$ cat src/rtl/crp_pkg.sv
// Shared types and codes for the completion ring purge block.
package crp_pkg;

    localparam logic [1:0] ACT_WRITE = 2'd0;
    localparam logic [1:0] ACT_POLL  = 2'd1;
    localparam logic [1:0] ACT_CLEAN = 2'd2;

    localparam logic [1:0] ST_WRITTEN = 2'd0;
    localparam logic [1:0] ST_POLLED  = 2'd1;
    localparam logic [1:0] ST_EMPTY   = 2'd2;
    localparam logic [1:0] ST_CLEANED = 2'd3;

    localparam logic [3:0] LOG2_MIN   = 4'd1;
    localparam logic [3:0] LOG2_MAX   = 4'd8;
    localparam logic [3:0] LOG2_RESET = 4'd8;

    typedef struct packed {
        logic [1:0]  action;
        logic [7:0]  slot;
        logic [23:0] pair_number;
        logic [31:0] entry_payload;
        logic        hw_owned;
    } req_t;

    typedef struct packed {
        logic [1:0]  status;
        logic [23:0] out_pair_number;
        logic [31:0] out_payload;
        logic [7:0]  freed_count;
        logic [15:0] consumer_position;
    } rsp_t;

    typedef struct packed {
        logic [23:0] pair;
        logic [31:0] payload;
    } entry_t;

endpackage

$ cat src/rtl/crp_ctrl.sv
// Sequencer for write, poll and clean actions, with owner flags and result register.
module crp_ctrl
    import crp_pkg::*;
#(
    parameter int IDX_W = 8
)
(
    input  logic             clk,
    input  logic             rst_n,
    input  logic [IDX_W-1:0] mask,
    input  logic             req_valid,
    output logic             req_stall,
    input  req_t             req,
    output logic             rsp_valid,
    input  logic             rsp_stall,
    output rsp_t             rsp,
    output logic             mem_wr_en,
    output logic [IDX_W-1:0] mem_wr_addr,
    output entry_t           mem_wr_data,
    output logic             mem_rd_en,
    output logic [IDX_W-1:0] mem_rd_addr,
    input  entry_t           mem_rd_data
);

    localparam int DEPTH = 1 << IDX_W;

    typedef enum logic [2:0] {
        S_IDLE,
        S_DISPATCH,
        S_POLL_RD,
        S_SCAN,
        S_SWEEP_RD,
        S_SWEEP_WB,
        S_RELEASE,
        S_DONE
    } state_t;

    state_t           state_reg, state_next;
    req_t             item_reg, item_next;
    rsp_t             res_reg, res_next;
    rsp_t             rsp_reg, rsp_next;
    logic             rsp_valid_reg, rsp_valid_next;
    logic [DEPTH-1:0] sw_reg, sw_next;
    logic [15:0]      ci_reg, ci_next;
    logic [IDX_W-1:0] run_reg, run_next;
    logic [IDX_W-1:0] k_reg, k_next;
    logic [IDX_W-1:0] freed_reg, freed_next;

    logic [IDX_W-1:0] ci_slot;
    logic [IDX_W-1:0] scan_idx;
    logic [IDX_W-1:0] sweep_idx;
    logic [IDX_W-1:0] move_idx;
    logic [IDX_W-1:0] rel_idx;

    assign ci_slot   = ci_reg[IDX_W-1:0] & mask;
    assign scan_idx  = (ci_reg[IDX_W-1:0] + run_reg) & mask;
    assign sweep_idx = (ci_reg[IDX_W-1:0] + k_reg - 1'b1) & mask;
    assign move_idx  = (sweep_idx + freed_reg) & mask;
    assign rel_idx   = (ci_reg[IDX_W-1:0] + k_reg) & mask;

    always_comb
    begin
        state_next     = state_reg;
        item_next      = item_reg;
        res_next       = res_reg;
        rsp_next       = rsp_reg;
        rsp_valid_next = rsp_valid_reg;
        sw_next        = sw_reg;
        ci_next        = ci_reg;
        run_next       = run_reg;
        k_next         = k_reg;
        freed_next     = freed_reg;
        mem_wr_en      = 1'b0;
        mem_wr_addr    = sweep_idx;
        mem_wr_data    = mem_rd_data;
        mem_rd_en      = 1'b0;
        mem_rd_addr    = sweep_idx;
        req_stall      = (state_reg != S_IDLE);

        // drop the result once the far side has taken it
        if (rsp_valid_reg && !rsp_stall)
        begin
            rsp_valid_next = 1'b0;
        end

        unique case (state_reg)
            S_IDLE:
            begin
                if (req_valid)
                begin
                    item_next  = req;
                    state_next = S_DISPATCH;
                end
            end

            S_DISPATCH:
            begin
                res_next                   = '0;
                res_next.consumer_position = ci_reg;
                state_next                 = S_DONE;
                unique case (item_reg.action)
                    ACT_WRITE:
                    begin
                        mem_wr_en           = 1'b1;
                        mem_wr_addr         = item_reg.slot[IDX_W-1:0] & mask;
                        mem_wr_data.pair    = item_reg.pair_number;
                        mem_wr_data.payload = item_reg.entry_payload;
                        sw_next[item_reg.slot[IDX_W-1:0] & mask] = !item_reg.hw_owned;
                        res_next.status     = ST_WRITTEN;
                    end
                    ACT_POLL:
                    begin
                        if (sw_reg[ci_slot])
                        begin
                            mem_rd_en   = 1'b1;
                            mem_rd_addr = ci_slot;
                            state_next  = S_POLL_RD;
                        end
                        else
                        begin
                            res_next.status = ST_EMPTY;
                        end
                    end
                    ACT_CLEAN:
                    begin
                        run_next   = '0;
                        freed_next = '0;
                        state_next = S_SCAN;
                    end
                    default:
                    begin
                        res_next.status = ST_WRITTEN;
                    end
                endcase
            end

            S_POLL_RD:
            begin
                sw_next[ci_slot]           = 1'b0;
                ci_next                    = ci_reg + 16'd1;
                res_next.status            = ST_POLLED;
                res_next.out_pair_number   = mem_rd_data.pair;
                res_next.out_payload       = mem_rd_data.payload;
                res_next.consumer_position = ci_reg + 16'd1;
                state_next                 = S_DONE;
            end

            S_SCAN:
            begin
                // measure the software-owned run, capped one short of the ring
                if ((run_reg < mask) && sw_reg[scan_idx])
                begin
                    run_next = run_reg + 1'b1;
                end
                else
                begin
                    k_next     = run_reg;
                    state_next = S_SWEEP_RD;
                end
            end

            S_SWEEP_RD:
            begin
                if (k_reg == '0)
                begin
                    state_next = S_RELEASE;
                end
                else
                begin
                    mem_rd_en   = 1'b1;
                    mem_rd_addr = sweep_idx;
                    state_next  = S_SWEEP_WB;
                end
            end

            S_SWEEP_WB:
            begin
                if (mem_rd_data.pair == item_reg.pair_number)
                begin
                    freed_next = freed_reg + 1'b1;
                end
                else if (freed_reg != '0)
                begin
                    // slide the older entry up over the dropped ones
                    mem_wr_en   = 1'b1;
                    mem_wr_addr = move_idx;
                    mem_wr_data = mem_rd_data;
                end
                k_next     = k_reg - 1'b1;
                state_next = S_SWEEP_RD;
            end

            S_RELEASE:
            begin
                if (k_reg < freed_reg)
                begin
                    sw_next[rel_idx] = 1'b0;
                    k_next           = k_reg + 1'b1;
                end
                else
                begin
                    ci_next                    = ci_reg + 16'(freed_reg);
                    res_next                   = '0;
                    res_next.status            = ST_CLEANED;
                    res_next.freed_count       = 8'(freed_reg);
                    res_next.consumer_position = ci_reg + 16'(freed_reg);
                    state_next                 = S_DONE;
                end
            end

            S_DONE:
            begin
                // hold until the result register is free
                if (!rsp_valid_reg || !rsp_stall)
                begin
                    rsp_next       = res_reg;
                    rsp_valid_next = 1'b1;
                    state_next     = S_IDLE;
                end
            end

            default:
            begin
                state_next = S_IDLE;
            end
        endcase
    end

    always_ff @(posedge clk or negedge rst_n)
    begin
        if (!rst_n)
        begin
            state_reg     <= S_IDLE;
            rsp_valid_reg <= 1'b0;
            sw_reg        <= '0;
            ci_reg        <= '0;
            run_reg       <= '0;
            k_reg         <= '0;
            freed_reg     <= '0;
        end
        else
        begin
            state_reg     <= state_next;
            rsp_valid_reg <= rsp_valid_next;
            sw_reg        <= sw_next;
            ci_reg        <= ci_next;
            run_reg       <= run_next;
            k_reg         <= k_next;
            freed_reg     <= freed_next;
        end
    end

    always_ff @(posedge clk)
    begin
        item_reg <= item_next;
        res_reg  <= res_next;
        rsp_reg  <= rsp_next;
    end

    assign rsp_valid = rsp_valid_reg;
    assign rsp       = rsp_reg;

endmodule

$ cat config.mk
export PLATFORM = sky130hd
export DESIGN_NAME = crp_ctrl
export DESIGN_NICKNAME = d
export VERILOG_FILES = /design/src/rtl/crp_pkg.sv /design/src/rtl/crp_ctrl.sv
export SDC_FILE = /design/constraint.sdc
export NUM_CORES = 2
export LEC_CHECK = 0
export CAP_MARGIN = 0
export CORE_UTILIZATION = 43
export CTS_CLUSTER_DIAMETER = 120
export DETAILED_ROUTE_END_ITERATION = 10
export DONT_BUFFER_PORTS = 1
export PLACE_DENSITY = 0.6
export SLEW_MARGIN = 20
export SYNTH_ARGS = -nofsm -noshare
export SYNTH_HDL_FRONTEND = slang
export SYNTH_SLANG_ARGS = --single-unit
$ cat constraint.sdc
create_clock -name clk -period 9.2 [get_ports clk]
set_input_delay 0.92 -clock clk [delete_from_list [all_inputs] [get_ports clk]]
set_output_delay 0.92 -clock clk [all_outputs]
set_load 0.02 [all_outputs]
==> impl_metrics.py <==
metrics = {
    "setup_path": {
        "critPathKind": "flop to output pin",
        "cp_max_fo": 30,
        "end_kind": "output pin",
        "reg2reg_from": "ci_reg[1]",
        "worstPathArrival_ns": 6.58,
        "cp.required_ns": 8.28,
        "reg2reg_depth": 10,
        "reg2reg_slack_ns": 3.56,
        "crit_chain": "and2_2 > buf_4 > mux4_2 > o22ai_1 > o21ai_0 > nor4b_1 > nand4_1 > nor2_2 > mux2i_1",
        "crit_slowest_cell": "nor4b_1",
        "critical-path-top-delay-family": "simple AND/OR/NAND/NOR gates",
        "cp-start-kind": "flop",
        "cp_num_buf_inv": 1,
        "worstReg2RegEnd": "state_reg[2]",
        "slowest_delay_ns": 0.92,
    },
    "floorplanning": {
        "core-area_um2": 77720,
        "ios": 293,
        "start_util_pct": 43.68,
        "rows": 102,
        "dieArea_um2": 80070,
        "die_x_um": 283.0,
        "fp.dieH_um": 283.0,
    },
    "yosys": {
        "yosys.area.top_type": "dfrtp_1",
        "synth-seq-area-share_pct": 42.55,
        "avgSynthCellArea_um2": 9.367,
        "syn_area_um2": 33950,
        "syn_nets": 3821,
        "netlist.area_leader.share_pct": 22.11,
        "synth_commonest_cells": "662 x nand2_1, 323 x a21oi_1, 310 x o21ai_0, 300 x dfrtp_1, 289 x clkbuf_1",
        "ys_ff_latch": 531,
        "synth.distinct_cells": 78,
        "synth_edf_count": 231,
        "synth_most_common_cell": "nand2_1",
        "synth_cells": 3624,
        "synth_ff_type": "dfrtp_1",
        "synth.area.top_cells": "dfrtp_1 22%, edfxtp_1 20%, mux4_2 7.8%, nand2_1 7.3%, o2111ai_1 6.7%",
        "yosysWarnings": 0,
        "synth_async_sr_flop_share_pct": 56.50,
    },
    "sta": {
        "setup_viol": 0,
        "skew_ns": 0.05287,
        "final.setup.tns_ns": 0,
        "fin_crit_ns": 7.498,
        "worst_pin_slew_ns": 1.558,
        "finalHoldViolations": 0,
        "rsz0062_at_grt": "no",
        "fin_crit_sh_pct": 81.50,
        "timing.hold.ws_ns": 0.07889,
        "max_freq_ghz": 0.1334,
        "drv_slew": 80,
        "slew_headroom_pct": -3.847,
    },
    "power": {
        "p_int_uw": 6825,
        "combPwrFrac_pct": 47.1,
        "pwr-share-seq_pct": 32.4,
        "p_leak_uw": 0.01311,
        "p_clk_share_pct": 20.6,
        "switchingPower_uw": 5958,
        "powerDensity_nw_per_um2": 343.4,
        "peakVddDrop_mv": 0.4458,
        "switching_share_pct": 46.61,
    },
    "placed_design": {
        "dp_hpwl_um": 95380,
        "port-buffer-count": 0,
        "place_congestion": 1.082,
        "place_inst": 4442,
    },
    "final_layout": {
        "largest_reg_flops": 256,
        "stdcell_count": 4560,
        "nFillCells": 7239,
        "synthToLayoutAreaGrowth_pct": 9.668,
        "multi_input_area_um2": 18110,
        "drive_above_1_share_pct": 12.03,
        "seq_area_um2": 14440,
        "nets": 3667,
    },
    "global_routing": {
        "grt_usage_pct": 36.85,
        "antenna_found_initial": 10,
        "grt_max_degree": 257,
        "grt.overflow.total": 0,
        "grt_pass1_vias": 30450,
        "grt_pass1_wl_um": 218700,
    },
    "detailed_routing": {
        "routed-wl-met3_um": 22420,
        "wl_met2_um": 63160,
        "routed_wl_um": 152000,
        "vias": 33090,
        "met1Wirelength_um": 54460,
        "drc_errors": 0,
        "drt_iter0_drc": 5558,
        "wl_per_cell_um": 33.34,
        "ant_nets": 0,
        "dr.max_layer_used": "met5",
        "vias_per_cell": 7.256,
        "drtPass1Iterations": 8,
    },
    "cts": {
        "insertion_delay_ns": 0.69,
        "postCtsSetupRepairBufs": 0,
        "clk_pin_slew_ns": 0.07,
        "root_buffer": "clkbuf_16",
        "cts_tree": "done",
        "cts_buffers": 60,
        "htreeDepth": 2,
        "clock-sinks": 531,
        "cts_max_path_buffers": 3,
    },
    "hold_path": {
        "hold_path_class": "input pin to async pin",
    },
    "job": {
        "cap_violations": 0,
    },
    "run_status": {
        "status": "complete, but fails checks",
        "violations": "slew limit",
    },
}
[layout by cell type, fill, tap and decap left out, types with 10 or more instances in the layout]
cell type,count
clkinv_2,13
mux4_2,117
o211ai_1,263
o21ai_0,310
o22ai_1,17
nand3_1,77
o2111ai_1,261
edfxtp_1,231
mux2i_1,28
nor2_2,26
nand2_1,657
and3_1,70
nand4_1,29
ha_1,57
xnor2_1,47
a211oi_1,10
clkbuf_16,60
inv_1,43
mux2_2,18
nor3_1,27
xor2_1,34
bufinv_16,10
or2_2,12
dfrtp_1,300
a21oi_1,322
a21o_1,15
nand2b_1,12
a31oi_1,12
buf_4,117
nor4_1,11
or3_1,10
nor2_1,120
and2_1,13
[stage by stage]
stage / utilization [%] / total power, µW / setup WS (ns) / cell area, µm²
2_1_floorplan: - / 8066 / 3.646 / 33950
3_3_place_gp: 44.94 / 9790 / 2.954 / 34930
3_5_place_dp: 44.96 / 9849 / 2.812 / 34950
4_1_cts: 47.88 / 12510 / 2.267 / 37210
5_1_grt: 47.89 / 13270 / 1.994 / 37220
6_report: 47.90 / 12780 / 1.702 / 37230
[kinds of logic (layout without fill, tap and decap cells)]
group / Yosys count / after routing / synth area share (%)
multiplexers: 163 / 163 / 9.185
buffers and inverters: 388 / 281 / 4.522
AO/OA/AOI/OAI: 1297 / 1297 / 25.17
adder cells (fa/ha/maj): 62 / 62 / 2.396
AND/OR/NAND/NOR: 1102 / 1102 / 14.09
flip-flops: 531 / 531 / 42.55
XOR/XNOR: 81 / 81 / 2.090
other: 0 / 3 / 0
[power groups by stage]
stage | clock [µW] | combinational [µW] | sequential (µW)
2_1_floorplan | 0 | 4290 | 3780
3_3_place_gp | 0 | 5670 | 4120
3_5_place_dp | 0 | 5720 | 4120
4_1_cts | 2640 | 5780 | 4080
5_1_grt | 2740 | 6360 | 4180
6_report | 2630 | 6020 | 4140
[area by class of cell]
type | count | area share (%)
diodes | 3 | 0.02016
inverters | 47 | 0.4940
well taps | 1040 | 3.495
flip-flops and latches | 531 | 38.80
multi-input cells | 2705 | 48.64
clock inverters | 38 | 1.428
repair buffers | 125 | 2.843
clock buffers | 71 | 4.278
[routing by layer]
metal  vias up  GRT usage, %
li1      13570             -
met1     15980         46.53
met2      2728         52.35
met3       789         14.44
met4        22         23.56
met5         -        0.4167
[worst max-delay path by stage]
stage	start	endpoint	slack (ns)	cells past startpoint
2_1_floorplan	state_reg[2]	rsp[0]	3.65	4
3_3_place_gp	mask[0]	mem_rd_addr[6]	2.95	10
3_5_place_dp	mask[0]	mem_rd_addr[6]	2.81	10
4_1_cts	ci_reg[1]	mem_rd_addr[6]	2.27	9
5_1_grt	ci_reg[1]	mem_rd_addr[6]	1.99	9
6_report	ci_reg[1]	mem_rd_addr[6]	1.70	9
[repair_timing]
item                                   in CTS  in global routing
hold buffers                                6                  0
resized for setup                           0                  0
endpoints found under the hold margin     135                  0
Power figures use the tool's default switching activity.
